<file path="src/design/spdt_pkg.sv">
package spdt_pkg;

	localparam int DESC_W = 16;
	localparam int MASK_W = 16;
	localparam int IDX_W = 6;
	localparam int COUNT_W = 7;

	localparam logic [MASK_W-1:0] FORCED_BITS = 16'h0038;

	typedef enum logic [1:0] {
		OP_ACTIVATE   = 2'd0,
		OP_DEACTIVATE = 2'd1,
		OP_CLEAR      = 2'd2,
		OP_READ       = 2'd3
	} op_t;

	typedef struct packed {
		op_t               operation;
		logic [DESC_W-1:0] descriptor;
		logic [MASK_W-1:0] event_mask;
		logic              merge;
		logic [IDX_W-1:0]  read_index;
	} req_t;

	typedef struct packed {
		logic               changed;
		logic               table_full;
		logic [COUNT_W-1:0] active_count;
		logic               entry_valid;
		logic [DESC_W-1:0]  entry_descriptor;
		logic [MASK_W-1:0]  entry_events;
	} rsp_t;

	typedef struct packed {
		logic [DESC_W-1:0] descriptor;
		logic [MASK_W-1:0] events;
	} slot_t;

	typedef enum logic [1:0] {
		RD_PTR,
		RD_PTR_DEC,
		RD_PTR_INC,
		RD_IDX
	} rd_sel_t;

	typedef enum logic [1:0] {
		WR_SHIFT,
		WR_NEW,
		WR_EVENTS
	} wr_sel_t;

	typedef enum logic [3:0] {
		ST_IDLE,
		ST_DISPATCH,
		ST_SRCH_RD,
		ST_SRCH_CMP,
		ST_NOTFOUND,
		ST_FOUND,
		ST_INS_CHK,
		ST_INS_MV,
		ST_REM_CHK,
		ST_REM_MV,
		ST_READ_WAIT,
		ST_FINISH
	} state_t;

	typedef struct packed {
		logic    load;
		logic    ptr_zero;
		logic    ptr_inc;
		logic    ptr_dec;
		logic    ptr_from_count;
		logic    ptr_from_pos;
		logic    pos_from_ptr;
		logic    pos_from_count;
		logic    rd_en;
		rd_sel_t rd_sel;
		logic    wr_en;
		wr_sel_t wr_sel;
		logic    count_inc;
		logic    count_dec;
		logic    count_clear;
		logic    res_set;
		logic    res_changed;
		logic    res_full;
		logic    res_valid;
		logic    push;
	} cmd_t;

	typedef struct packed {
		op_t  op;
		logic mask_zero;
		logic merge;
		logic count_zero;
		logic count_full;
		logic ptr_last;
		logic ptr_gt_pos;
		logic hit_lt;
		logic hit_eq;
		logic read_ok;
		logic upd_same;
		logic upd_drop;
	} sts_t;

endpackage

</file>
<file path="src/design/spdt_dp.sv">
module spdt_dp #(
	parameter int CAPACITY = 64
) (
	input  logic             clk,
	input  logic             arst_n,
	input  spdt_pkg::cmd_t   cmd,
	input  spdt_pkg::req_t   req_data,
	output spdt_pkg::sts_t   sts,
	output spdt_pkg::rsp_t   rsp_data
);

	localparam int IW = $clog2(CAPACITY);
	localparam int CW = $clog2(CAPACITY + 1);
	localparam int CMPW = (CW > spdt_pkg::IDX_W) ? CW : spdt_pkg::IDX_W;

	spdt_pkg::slot_t mem [CAPACITY];

	spdt_pkg::req_t  item_q;
	spdt_pkg::slot_t rdata_q;
	spdt_pkg::rsp_t  rsp_q;
	logic [IW-1:0]   ptr_q;
	logic [CW-1:0]   pos_q;
	logic [CW-1:0]   count_q;
	logic            res_changed_q;
	logic            res_full_q;
	logic            res_valid_q;

	logic [IW-1:0]                 rd_addr;
	logic [IW-1:0]                 wr_addr;
	spdt_pkg::slot_t               wr_data;
	logic [spdt_pkg::MASK_W-1:0]   ev_act;
	logic [spdt_pkg::MASK_W-1:0]   upd;

	always_comb begin
		ev_act = item_q.event_mask | spdt_pkg::FORCED_BITS;
		if (item_q.operation == spdt_pkg::OP_ACTIVATE) begin
			if (item_q.event_mask == '0) begin
				upd = '0;
			end else if (item_q.merge) begin
				upd = rdata_q.events | ev_act;
			end else begin
				upd = ev_act;
			end
		end else begin
			upd = rdata_q.events & ~item_q.event_mask;
		end
	end

	always_comb begin
		unique case (cmd.rd_sel)
			spdt_pkg::RD_PTR:     rd_addr = ptr_q;
			spdt_pkg::RD_PTR_DEC: rd_addr = ptr_q - IW'(1);
			spdt_pkg::RD_PTR_INC: rd_addr = ptr_q + IW'(1);
			spdt_pkg::RD_IDX:     rd_addr = IW'(item_q.read_index);
			default:              rd_addr = ptr_q;
		endcase
	end

	always_comb begin
		unique case (cmd.wr_sel)
			spdt_pkg::WR_SHIFT: begin
				wr_addr = ptr_q;
				wr_data = rdata_q;
			end
			spdt_pkg::WR_NEW: begin
				wr_addr = IW'(pos_q);
				wr_data = '{descriptor: item_q.descriptor, events: ev_act};
			end
			spdt_pkg::WR_EVENTS: begin
				wr_addr = IW'(pos_q);
				wr_data = '{descriptor: item_q.descriptor, events: upd};
			end
			default: begin
				wr_addr = ptr_q;
				wr_data = rdata_q;
			end
		endcase
	end

	always_ff @(posedge clk) begin
		if (cmd.wr_en) begin
			mem[wr_addr] <= wr_data;
		end
	end

	always_ff @(posedge clk) begin
		if (cmd.rd_en) begin
			rdata_q <= mem[rd_addr];
		end
	end

	always_ff @(posedge clk or negedge arst_n) begin
		if (!arst_n) begin
			count_q <= '0;
		end else if (cmd.count_clear) begin
			count_q <= '0;
		end else if (cmd.count_inc) begin
			count_q <= count_q + CW'(1);
		end else if (cmd.count_dec) begin
			count_q <= count_q - CW'(1);
		end
	end

	always_ff @(posedge clk) begin
		if (cmd.load) begin
			item_q <= req_data;
		end
		if (cmd.ptr_zero) begin
			ptr_q <= '0;
		end else if (cmd.ptr_inc) begin
			ptr_q <= ptr_q + IW'(1);
		end else if (cmd.ptr_dec) begin
			ptr_q <= ptr_q - IW'(1);
		end else if (cmd.ptr_from_count) begin
			ptr_q <= IW'(count_q);
		end else if (cmd.ptr_from_pos) begin
			ptr_q <= IW'(pos_q);
		end
		if (cmd.pos_from_ptr) begin
			pos_q <= CW'(ptr_q);
		end else if (cmd.pos_from_count) begin
			pos_q <= count_q;
		end
		if (cmd.res_set) begin
			res_changed_q <= cmd.res_changed;
			res_full_q <= cmd.res_full;
			res_valid_q <= cmd.res_valid;
		end
		if (cmd.push) begin
			rsp_q.changed <= res_changed_q;
			rsp_q.table_full <= res_full_q;
			rsp_q.active_count <= spdt_pkg::COUNT_W'(count_q);
			rsp_q.entry_valid <= res_valid_q;
			rsp_q.entry_descriptor <= res_valid_q ? rdata_q.descriptor : '0;
			rsp_q.entry_events <= res_valid_q ? rdata_q.events : '0;
		end
	end

	always_comb begin
		sts.op = item_q.operation;
		sts.mask_zero = (item_q.event_mask == '0);
		sts.merge = item_q.merge;
		sts.count_zero = (count_q == '0);
		sts.count_full = (count_q == CW'(CAPACITY));
		sts.ptr_last = ((CW'(ptr_q) + CW'(1)) == count_q);
		sts.ptr_gt_pos = (CW'(ptr_q) > pos_q);
		sts.hit_lt = (rdata_q.descriptor < item_q.descriptor);
		sts.hit_eq = (rdata_q.descriptor == item_q.descriptor);
		sts.read_ok = (CMPW'(item_q.read_index) < CMPW'(count_q));
		sts.upd_same = (upd == rdata_q.events);
		sts.upd_drop = (upd == '0) || (upd == spdt_pkg::FORCED_BITS);
	end

	assign rsp_data = rsp_q;

endmodule

</file>
<file path="src/design/spdt_ctrl.sv">
module spdt_ctrl (
	input  logic             clk,
	input  logic             arst_n,
	input  logic             req_valid,
	output logic             req_ready,
	output logic             rsp_valid,
	input  logic             rsp_ready,
	input  spdt_pkg::sts_t   sts,
	output spdt_pkg::cmd_t   cmd
);

	spdt_pkg::state_t state_q;
	spdt_pkg::state_t state_nx;
	logic             out_valid_q;
	logic             slot_free;

	assign slot_free = !out_valid_q || rsp_ready;

	always_comb begin
		state_nx = state_q;
		unique case (state_q)
			spdt_pkg::ST_IDLE: begin
				if (req_valid) begin
					state_nx = spdt_pkg::ST_DISPATCH;
				end
			end
			spdt_pkg::ST_DISPATCH: begin
				unique case (sts.op)
					spdt_pkg::OP_CLEAR: state_nx = spdt_pkg::ST_FINISH;
					spdt_pkg::OP_READ: begin
						state_nx = sts.read_ok ? spdt_pkg::ST_READ_WAIT : spdt_pkg::ST_FINISH;
					end
					default: begin
						if (sts.op == spdt_pkg::OP_ACTIVATE && sts.mask_zero && sts.merge) begin
							state_nx = spdt_pkg::ST_FINISH;
						end else if (sts.count_zero) begin
							state_nx = spdt_pkg::ST_NOTFOUND;
						end else begin
							state_nx = spdt_pkg::ST_SRCH_RD;
						end
					end
				endcase
			end
			spdt_pkg::ST_SRCH_RD: state_nx = spdt_pkg::ST_SRCH_CMP;
			spdt_pkg::ST_SRCH_CMP: begin
				if (sts.hit_lt) begin
					state_nx = sts.ptr_last ? spdt_pkg::ST_NOTFOUND : spdt_pkg::ST_SRCH_RD;
				end else begin
					state_nx = sts.hit_eq ? spdt_pkg::ST_FOUND : spdt_pkg::ST_NOTFOUND;
				end
			end
			spdt_pkg::ST_NOTFOUND: begin
				if (sts.op == spdt_pkg::OP_ACTIVATE && !sts.mask_zero && !sts.count_full) begin
					state_nx = spdt_pkg::ST_INS_CHK;
				end else begin
					state_nx = spdt_pkg::ST_FINISH;
				end
			end
			spdt_pkg::ST_FOUND: begin
				if (!(sts.op == spdt_pkg::OP_ACTIVATE && !sts.mask_zero) && sts.upd_drop) begin
					state_nx = spdt_pkg::ST_REM_CHK;
				end else begin
					state_nx = spdt_pkg::ST_FINISH;
				end
			end
			spdt_pkg::ST_INS_CHK: begin
				state_nx = sts.ptr_gt_pos ? spdt_pkg::ST_INS_MV : spdt_pkg::ST_FINISH;
			end
			spdt_pkg::ST_INS_MV: state_nx = spdt_pkg::ST_INS_CHK;
			spdt_pkg::ST_REM_CHK: begin
				state_nx = sts.ptr_last ? spdt_pkg::ST_FINISH : spdt_pkg::ST_REM_MV;
			end
			spdt_pkg::ST_REM_MV: state_nx = spdt_pkg::ST_REM_CHK;
			spdt_pkg::ST_READ_WAIT: state_nx = spdt_pkg::ST_FINISH;
			spdt_pkg::ST_FINISH: begin
				if (slot_free) begin
					state_nx = spdt_pkg::ST_IDLE;
				end
			end
			default: state_nx = spdt_pkg::ST_IDLE;
		endcase
	end

	always_comb begin
		cmd = '0;
		cmd.rd_sel = spdt_pkg::RD_PTR;
		cmd.wr_sel = spdt_pkg::WR_SHIFT;
		req_ready = 1'b0;
		unique case (state_q)
			spdt_pkg::ST_IDLE: begin
				req_ready = 1'b1;
				cmd.load = req_valid;
			end
			spdt_pkg::ST_DISPATCH: begin
				unique case (sts.op)
					spdt_pkg::OP_CLEAR: begin
						cmd.count_clear = 1'b1;
						cmd.res_set = 1'b1;
						cmd.res_changed = 1'b1;
					end
					spdt_pkg::OP_READ: begin
						if (sts.read_ok) begin
							cmd.rd_en = 1'b1;
							cmd.rd_sel = spdt_pkg::RD_IDX;
						end else begin
							cmd.res_set = 1'b1;
						end
					end
					default: begin
						if (sts.op == spdt_pkg::OP_ACTIVATE && sts.mask_zero && sts.merge) begin
							cmd.res_set = 1'b1;
							cmd.res_changed = 1'b1;
						end else if (sts.count_zero) begin
							cmd.pos_from_count = 1'b1;
						end else begin
							cmd.ptr_zero = 1'b1;
						end
					end
				endcase
			end
			spdt_pkg::ST_SRCH_RD: begin
				cmd.rd_en = 1'b1;
				cmd.rd_sel = spdt_pkg::RD_PTR;
			end
			spdt_pkg::ST_SRCH_CMP: begin
				if (sts.hit_lt) begin
					if (sts.ptr_last) begin
						cmd.pos_from_count = 1'b1;
					end else begin
						cmd.ptr_inc = 1'b1;
					end
				end else begin
					cmd.pos_from_ptr = 1'b1;
				end
			end
			spdt_pkg::ST_NOTFOUND: begin
				if (sts.op == spdt_pkg::OP_DEACTIVATE) begin
					cmd.res_set = 1'b1;
				end else if (sts.mask_zero) begin
					cmd.res_set = 1'b1;
					cmd.res_changed = 1'b1;
				end else if (sts.count_full) begin
					cmd.res_set = 1'b1;
					cmd.res_full = 1'b1;
				end else begin
					cmd.ptr_from_count = 1'b1;
				end
			end
			spdt_pkg::ST_FOUND: begin
				if (sts.op == spdt_pkg::OP_ACTIVATE && !sts.mask_zero) begin
					cmd.res_set = 1'b1;
					cmd.res_changed = !sts.upd_same;
					cmd.wr_en = !sts.upd_same;
					cmd.wr_sel = spdt_pkg::WR_EVENTS;
				end else if (sts.upd_drop) begin
					cmd.ptr_from_pos = 1'b1;
				end else begin
					cmd.res_set = 1'b1;
					cmd.res_changed = 1'b1;
					cmd.wr_en = 1'b1;
					cmd.wr_sel = spdt_pkg::WR_EVENTS;
				end
			end
			spdt_pkg::ST_INS_CHK: begin
				if (sts.ptr_gt_pos) begin
					cmd.rd_en = 1'b1;
					cmd.rd_sel = spdt_pkg::RD_PTR_DEC;
				end else begin
					cmd.wr_en = 1'b1;
					cmd.wr_sel = spdt_pkg::WR_NEW;
					cmd.count_inc = 1'b1;
					cmd.res_set = 1'b1;
					cmd.res_changed = 1'b1;
				end
			end
			spdt_pkg::ST_INS_MV: begin
				cmd.wr_en = 1'b1;
				cmd.wr_sel = spdt_pkg::WR_SHIFT;
				cmd.ptr_dec = 1'b1;
			end
			spdt_pkg::ST_REM_CHK: begin
				if (sts.ptr_last) begin
					cmd.count_dec = 1'b1;
					cmd.res_set = 1'b1;
					cmd.res_changed = 1'b1;
				end else begin
					cmd.rd_en = 1'b1;
					cmd.rd_sel = spdt_pkg::RD_PTR_INC;
				end
			end
			spdt_pkg::ST_REM_MV: begin
				cmd.wr_en = 1'b1;
				cmd.wr_sel = spdt_pkg::WR_SHIFT;
				cmd.ptr_inc = 1'b1;
			end
			spdt_pkg::ST_READ_WAIT: begin
				cmd.res_set = 1'b1;
				cmd.res_changed = 1'b1;
				cmd.res_valid = 1'b1;
			end
			spdt_pkg::ST_FINISH: begin
				cmd.push = slot_free;
			end
			default: begin
			end
		endcase
	end

	always_ff @(posedge clk or negedge arst_n) begin
		if (!arst_n) begin
			state_q <= spdt_pkg::ST_IDLE;
			out_valid_q <= 1'b0;
		end else begin
			state_q <= state_nx;
			if (cmd.push) begin
				out_valid_q <= 1'b1;
			end else if (rsp_ready) begin
				out_valid_q <= 1'b0;
			end
		end
	end

	assign rsp_valid = out_valid_q;

endmodule

</file>
<file path="src/design/sorted_poll_descriptor_table_unit.sv">
// Clear, a read past the count and a zero-mask merge go from dispatch straight to the
// result; a read first waits on its slot read; activate and deactivate read and compare
// entries one by one, then shift entries one at a time. Throughput: one item at a time;
// the next beat is accepted the cycle after the result is loaded; a waiting result holds
// the block until taken. Reset: clears the entry count, the controller state and the
// output valid; slot contents and the output payload are left as is, with no clearing pass.
module sorted_poll_descriptor_table_unit #(
	parameter int CAPACITY = 64
) (
	input  logic           clk,
	input  logic           arst_n,
	input  logic           req_valid,
	output logic           req_ready,
	input  spdt_pkg::req_t req_data,
	output logic           rsp_valid,
	input  logic           rsp_ready,
	output spdt_pkg::rsp_t rsp_data
);

	spdt_pkg::cmd_t cmd;
	spdt_pkg::sts_t sts;

	spdt_ctrl u_ctrl (
		.clk       (clk),
		.arst_n    (arst_n),
		.req_valid (req_valid),
		.req_ready (req_ready),
		.rsp_valid (rsp_valid),
		.rsp_ready (rsp_ready),
		.sts       (sts),
		.cmd       (cmd)
	);

	spdt_dp #(
		.CAPACITY (CAPACITY)
	) u_dp (
		.clk      (clk),
		.arst_n   (arst_n),
		.cmd      (cmd),
		.req_data (req_data),
		.sts      (sts),
		.rsp_data (rsp_data)
	);

	assert property (@(posedge clk) disable iff (!arst_n)
		cmd.count_inc |-> !sts.count_full)
		else $error("insert into a full table");

	assert property (@(posedge clk) disable iff (!arst_n)
		cmd.count_dec |-> !sts.count_zero)
		else $error("remove from an empty table");

	assert property (@(posedge clk) disable iff (!arst_n)
		rsp_valid |-> !(rsp_data.table_full && rsp_data.changed))
		else $error("full flag with a change");

	assert property (@(posedge clk) disable iff (!arst_n)
		(rsp_valid && !rsp_data.entry_valid) |->
		(rsp_data.entry_descriptor == '0 && rsp_data.entry_events == '0))
		else $error("entry data on a beat without a valid entry");

endmodule

</file>
<file path="config.mk">
export PLATFORM = sky130hd
export DESIGN_NAME = sorted_poll_descriptor_table_unit
export DESIGN_NICKNAME = d
export VERILOG_FILES = /design/src/design/spdt_pkg.sv /design/src/design/spdt_dp.sv /design/src/design/spdt_ctrl.sv /design/src/design/sorted_poll_descriptor_table_unit.sv
export SDC_FILE = /design/constraint.sdc
export NUM_CORES = 2
export LEC_CHECK = 0
export ABC_AREA = 1
export CAP_MARGIN = 20
export CORE_AREA = 10 10 578 580
export DETAILED_ROUTE_END_ITERATION = 10
export DIE_AREA = 0 0 588 590
export DONT_BUFFER_PORTS = 1
export PLACE_DENSITY = 0.45
export SETUP_SLACK_MARGIN = 0.3
export SLEW_MARGIN = 5
export SYNTH_ARGS = -nofsm -noshare
export SYNTH_HDL_FRONTEND = slang
export SYNTH_HIERARCHICAL = 1
export SYNTH_SLANG_ARGS = --single-unit
</file>
<file path="constraint.sdc">
create_clock -name clk -period 9 [get_ports clk]
set_input_delay 1.8 -clock clk [delete_from_list [all_inputs] [get_ports clk]]
set_output_delay 1.8 -clock clk [all_outputs]
set_load 0.03 [all_outputs]
</file>
==> results.md <==
CTS:
- The number of setup buffers added after CTS is 0.
- The clock transition at the register clock pins on the worst setup and hold paths after CTS is 0.05 ns.
- The cell sitting at the root of the clock tree is a sky130_fd_sc_hd__clkbuf_16.
- TritonCTS built the clock tree.
- The number of resized instances in the post-cts repair step is 0.
- The insertion delay of the later-clocked pin in the worst-skew pair is 0.92 ns.
- CTS built an H-tree with a depth of 4.
- In this run, CTS created clock tree buffers numbering 243.
- In this run the deepest clock path goes through 4 buffers.
- The cts-stage hold buffer count is 0.
- The TritonCTS sink count is 2,191.

Global routing:
- Global routing used 18.2% of the available tracks across all layers.
- The number of antenna violations at the first check in global routing was 20.
- The wire length of the first global-routing pass is 475,000 µm.
- The number of global-route vias before repair is 63,600.
- Entering global routing, the biggest net connects 154 pins.
- The remaining global-route overflow is 0.

Timing:
- Headroom to the max-slew limit came out at 20.9%.
- The number of hold-slack violations in the final timing report is 0.
- The sum of negative setup slack is 0 ns.
- Across all hold checks on the routed design, the worst slack comes to 0.424 ns.
- The number of pins with negative max-slew slack in the final report is 0.
- The final clock period utilization by the worst path is 77.2%.
- Setup repair after global routing left no endpoint under its margin.
- The clock period minus worst slack is 6.94 ns.
- The number of setup violations in the final report is 0.
- The post-route clock skew is 0.0870 ns.
- Based on the critical path, the design can be clocked at up to 144 MHz.
- For the pin with the worst max-slew slack, the measured transition is 1.18 ns.

Yosys:
- The yosys synthesis warning count is 6.
- The portion of synthesized cell area occupied by the leading cell type is 67.6%.
- The average instance in the mapped netlist occupies 11.0 µm².
- In the synthesized netlist the dominant register cell turns out to be sky130_fd_sc_hd__edfxtp_1.
- The share of the Yosys chip area taken by registers is 68.1%.
- Synthesis handed over a netlist of 8,785 instances.
- Multiplexer cells account for 0% of the synthesized area.
- Counting flops and latches in the post-synthesis netlist gives 2,191.
- The share of synthesized registers carrying an async set or reset is 0.548%.
- After Yosys synthesis, full adders, half adders and majority gates account for 0.488% of the synthesized area.
- In the post-synthesis netlist, the cell with the most instances is sky130_fd_sc_hd__edfxtp_1.
- The number of nets in the synthesized netlist is 8,867.
- Ranked by total cell area, the synthesized netlist is headed by sky130_fd_sc_hd__edfxtp_1 68%, sky130_fd_sc_hd__nand3_1 11%, sky130_fd_sc_hd__nand2_1 8.4%, sky130_fd_sc_hd__nand3b_1 4.0%, sky130_fd_sc_hd__inv_1 3.1%.
- The mapped netlist covers 0.0964 mm².
- Summing the areas of all xor and xnor instances in the mapped netlist gives 0.136% of the synthesized area.
- In the synthesized netlist, the cells that appear most often are 2,172 x sky130_fd_sc_hd__edfxtp_1, 2,160 x sky130_fd_sc_hd__nand2_1, 2,118 x sky130_fd_sc_hd__nand3_1.
- The library cell occupying the most area in the post-synthesis netlist is sky130_fd_sc_hd__edfxtp_1.
- The post-synthesis share of cell area spent on and, or, nand and nor gates is 24.3%.
- The combinational family with the most area after synthesis is simple AND/OR/NAND/NOR gates.
- The complex-gate fraction of the synthesized area is 0.920%.
- The number of different library cells in the post-synthesis netlist is 46.
- In this run, synthesis inferred 2,172 flip-flops with an integrated enable.

Floorplanning:
- 89 I/O pins were placed.
- For this configuration, the core starts out at a cell density of 29.9%.
- The horizontal die dimension is 588 µm.
- The die height is 590 µm.
- The floorplan has 209 rows.
- The total area inside the core boundary comes to 0.323 mm².
- The full die area is 0.347 mm².

Cells and area:
- At the end of the flow, the number of nets in the layout was 8,738.
- The synthesis-to-finish area growth is 13.8%.
- The total of fill cells in the finished design is 32,100.
- The design area is 0.110 mm².
- In the final layout, the share of cells above drive strength 1 is 7.47%.

Setup path:
- The worst setup path is launched from a flop.
- In this run the worst path has a maximum fanout of 28.
- The critical path class is reg2reg.
- The arrival time of the worst setup path is 7.47 ns.
- STA classifies the critical path endpoint as a flop.
- STA puts the critical path data required time at 9.53 ns.

Drt:
- Wires add up to 331,000 µm.
- Dividing the detail-routed wire length by the instance count gives 25.1 µm.
- Once detail routing completed, the nets flagged for antenna violations numbered 0.
- After detailed routing, the number of vias per cell comes to 5.10.
- The remaining routing DRC violations is 0.
- The first-pass iteration count of the detailed router is 6.
- The starting DRC count in detailed routing is 7,049.
- The total number of vias is 67,200.

Min path:
- The class of the tightest hold or removal check is reg2reg.

Place:
- The HPWL after detailed placement is 187,000 µm.
- Port buffering added 0 buffers.
- The final weighted congestion in routability-driven placement is 0.832.
- The placed instances occupy a cell area of 0.102 mm².

Status:
- The run finished with clean final reports.

Run:
- The count of max-cap constraint violations is 0.
==> final cells by class <==
type | count | area, µm² | share of cell area (%)
Sequential cell | 2191 | 65700 | 59.8
Multi-Input combinational cell | 5194 | 25800 | 23.5
Clock buffer | 304 | 6350 | 5.79
Tap cell | 4325 | 5410 | 4.93
Inverter | 816 | 3070 | 2.80
Timing Repair Buffer | 210 | 2190 | 2.00
Clock inverter | 130 | 1230 | 1.12
Antenna cell | 9 | 22.5 | 0.0205
==> final timing paths <==
kind                            startpoint  slack, ns                end  cells past startpoint
setup / recovery            u_dp/ev_act[8]       2.06   u_dp/mem[11][17]                     18
max in group asynchronous           arst_n       8.29   u_ctrl/rsp_valid                      0
hold reg to reg            u_dp/res_full_q       0.42  u_dp/rsp_data[40]                      0
min in group asynchronous           arst_n       0.62    u_dp/count_q[3]                      0
hold / removal             u_dp/res_full_q       0.42  u_dp/rsp_data[40]                      0
setup reg to reg            u_dp/ev_act[8]       2.06   u_dp/mem[11][17]                     18
==> sequential cells by signal (all words and copies together) (netlist names), 4 cells and up <==
signal          count
u_dp/mem         2048
u_dp/rsp_data      42
u_dp/rdata_q       32
u_dp/item_q        25
u_dp/ev_act        13
u_dp/count_q        7
u_dp/pos_q          7
u_dp/ptr_q          6
u_ctrl/state_q      4
==> logic make-up after synthesis <==
family	after synthesis
and+or+nand+nor	4989
DFF	2191
buffers and inverters	1400
AOI/OAI and AO/OA	153
adders and majority gates	37
xor gates and xnor gates	15
==> routing by layer <==
metal / wire length (µm) / part of all wire, % / global-route usage [%]
met2: 145000 / 44 / 27.6
met1: 157000 / 47 / 27.7
met3: 22000 / 6.6 / 2.54
met4: 6890 / 2.1 / 3.93
met5: 58 / 0.018 / 0
==> critical path, stage by stage (launching register included) <==
cell                       delay [ns]
sky130_fd_sc_hd__edfxtp_1        0.44
sky130_fd_sc_hd__inv_1           0.13
sky130_fd_sc_hd__nand4_1         0.12
sky130_fd_sc_hd__nor2_1          0.14
sky130_fd_sc_hd__nand2_1         0.47
sky130_fd_sc_hd__nand2_1         0.37
sky130_fd_sc_hd__nand2_1         0.15
sky130_fd_sc_hd__a21oi_1         0.23
sky130_fd_sc_hd__nor2_1          0.09
sky130_fd_sc_hd__nand4_1         0.08
sky130_fd_sc_hd__nor2_1          0.06
sky130_fd_sc_hd__nand2_1         0.08
sky130_fd_sc_hd__nand2_1         0.10
sky130_fd_sc_hd__inv_1           0.09
sky130_fd_sc_hd__ha_2            0.45
sky130_fd_sc_hd__o21ai_0         0.82
sky130_fd_sc_hd__nand3_1         1.06
sky130_fd_sc_hd__nor2_4          1.10
sky130_fd_sc_hd__buf_4           0.56
==> cell usage in the layout (no fill, tap or decap), types with 6 or more instances in the layout <==
master,instances
sky130_fd_sc_hd__o22ai_1,7
sky130_fd_sc_hd__clkinvlp_4,8
sky130_fd_sc_hd__xor2_1,12
sky130_fd_sc_hd__o21ai_0,36
sky130_fd_sc_hd__dfxtp_1,7
sky130_fd_sc_hd__clkbuf_1,59
sky130_fd_sc_hd__ha_1,35
sky130_fd_sc_hd__nor3_1,16
sky130_fd_sc_hd__nand2_1,2160
sky130_fd_sc_hd__nand3_1,2117
sky130_fd_sc_hd__inv_2,6
sky130_fd_sc_hd__inv_1,807
sky130_fd_sc_hd__nand3b_1,520
sky130_fd_sc_hd__buf_4,162
sky130_fd_sc_hd__nand4_1,16
sky130_fd_sc_hd__buf_12,43
sky130_fd_sc_hd__clkbuf_16,245
sky130_fd_sc_hd__edfxtp_1,2172
sky130_fd_sc_hd__a22oi_2,14
sky130_fd_sc_hd__o211ai_1,9
sky130_fd_sc_hd__o21ai_4,20
sky130_fd_sc_hd__clkinv_2,39
sky130_fd_sc_hd__clkinv_1,54
sky130_fd_sc_hd__bufinv_16,21
sky130_fd_sc_hd__nor2_1,77
sky130_fd_sc_hd__diode_2,9
sky130_fd_sc_hd__a21oi_1,42
sky130_fd_sc_hd__dfrtp_1,12
sky130_fd_sc_hd__nor2_4,67
==> per-stage QoR <==
step	std cells	util (%)	setup WS (ns)
finish	13200	34.0	2.06
global route	13200	34.0	1.83
CTS	13200	34.0	2.22
detailed placement	12700	31.6	2.20
global placement	12700	31.6	2.29
floorplan	8785	-	2.89
Power is left out: the tool's default activity adds up to more than one toggle a clock period on the data nets, which glitch-free logic cannot reach.
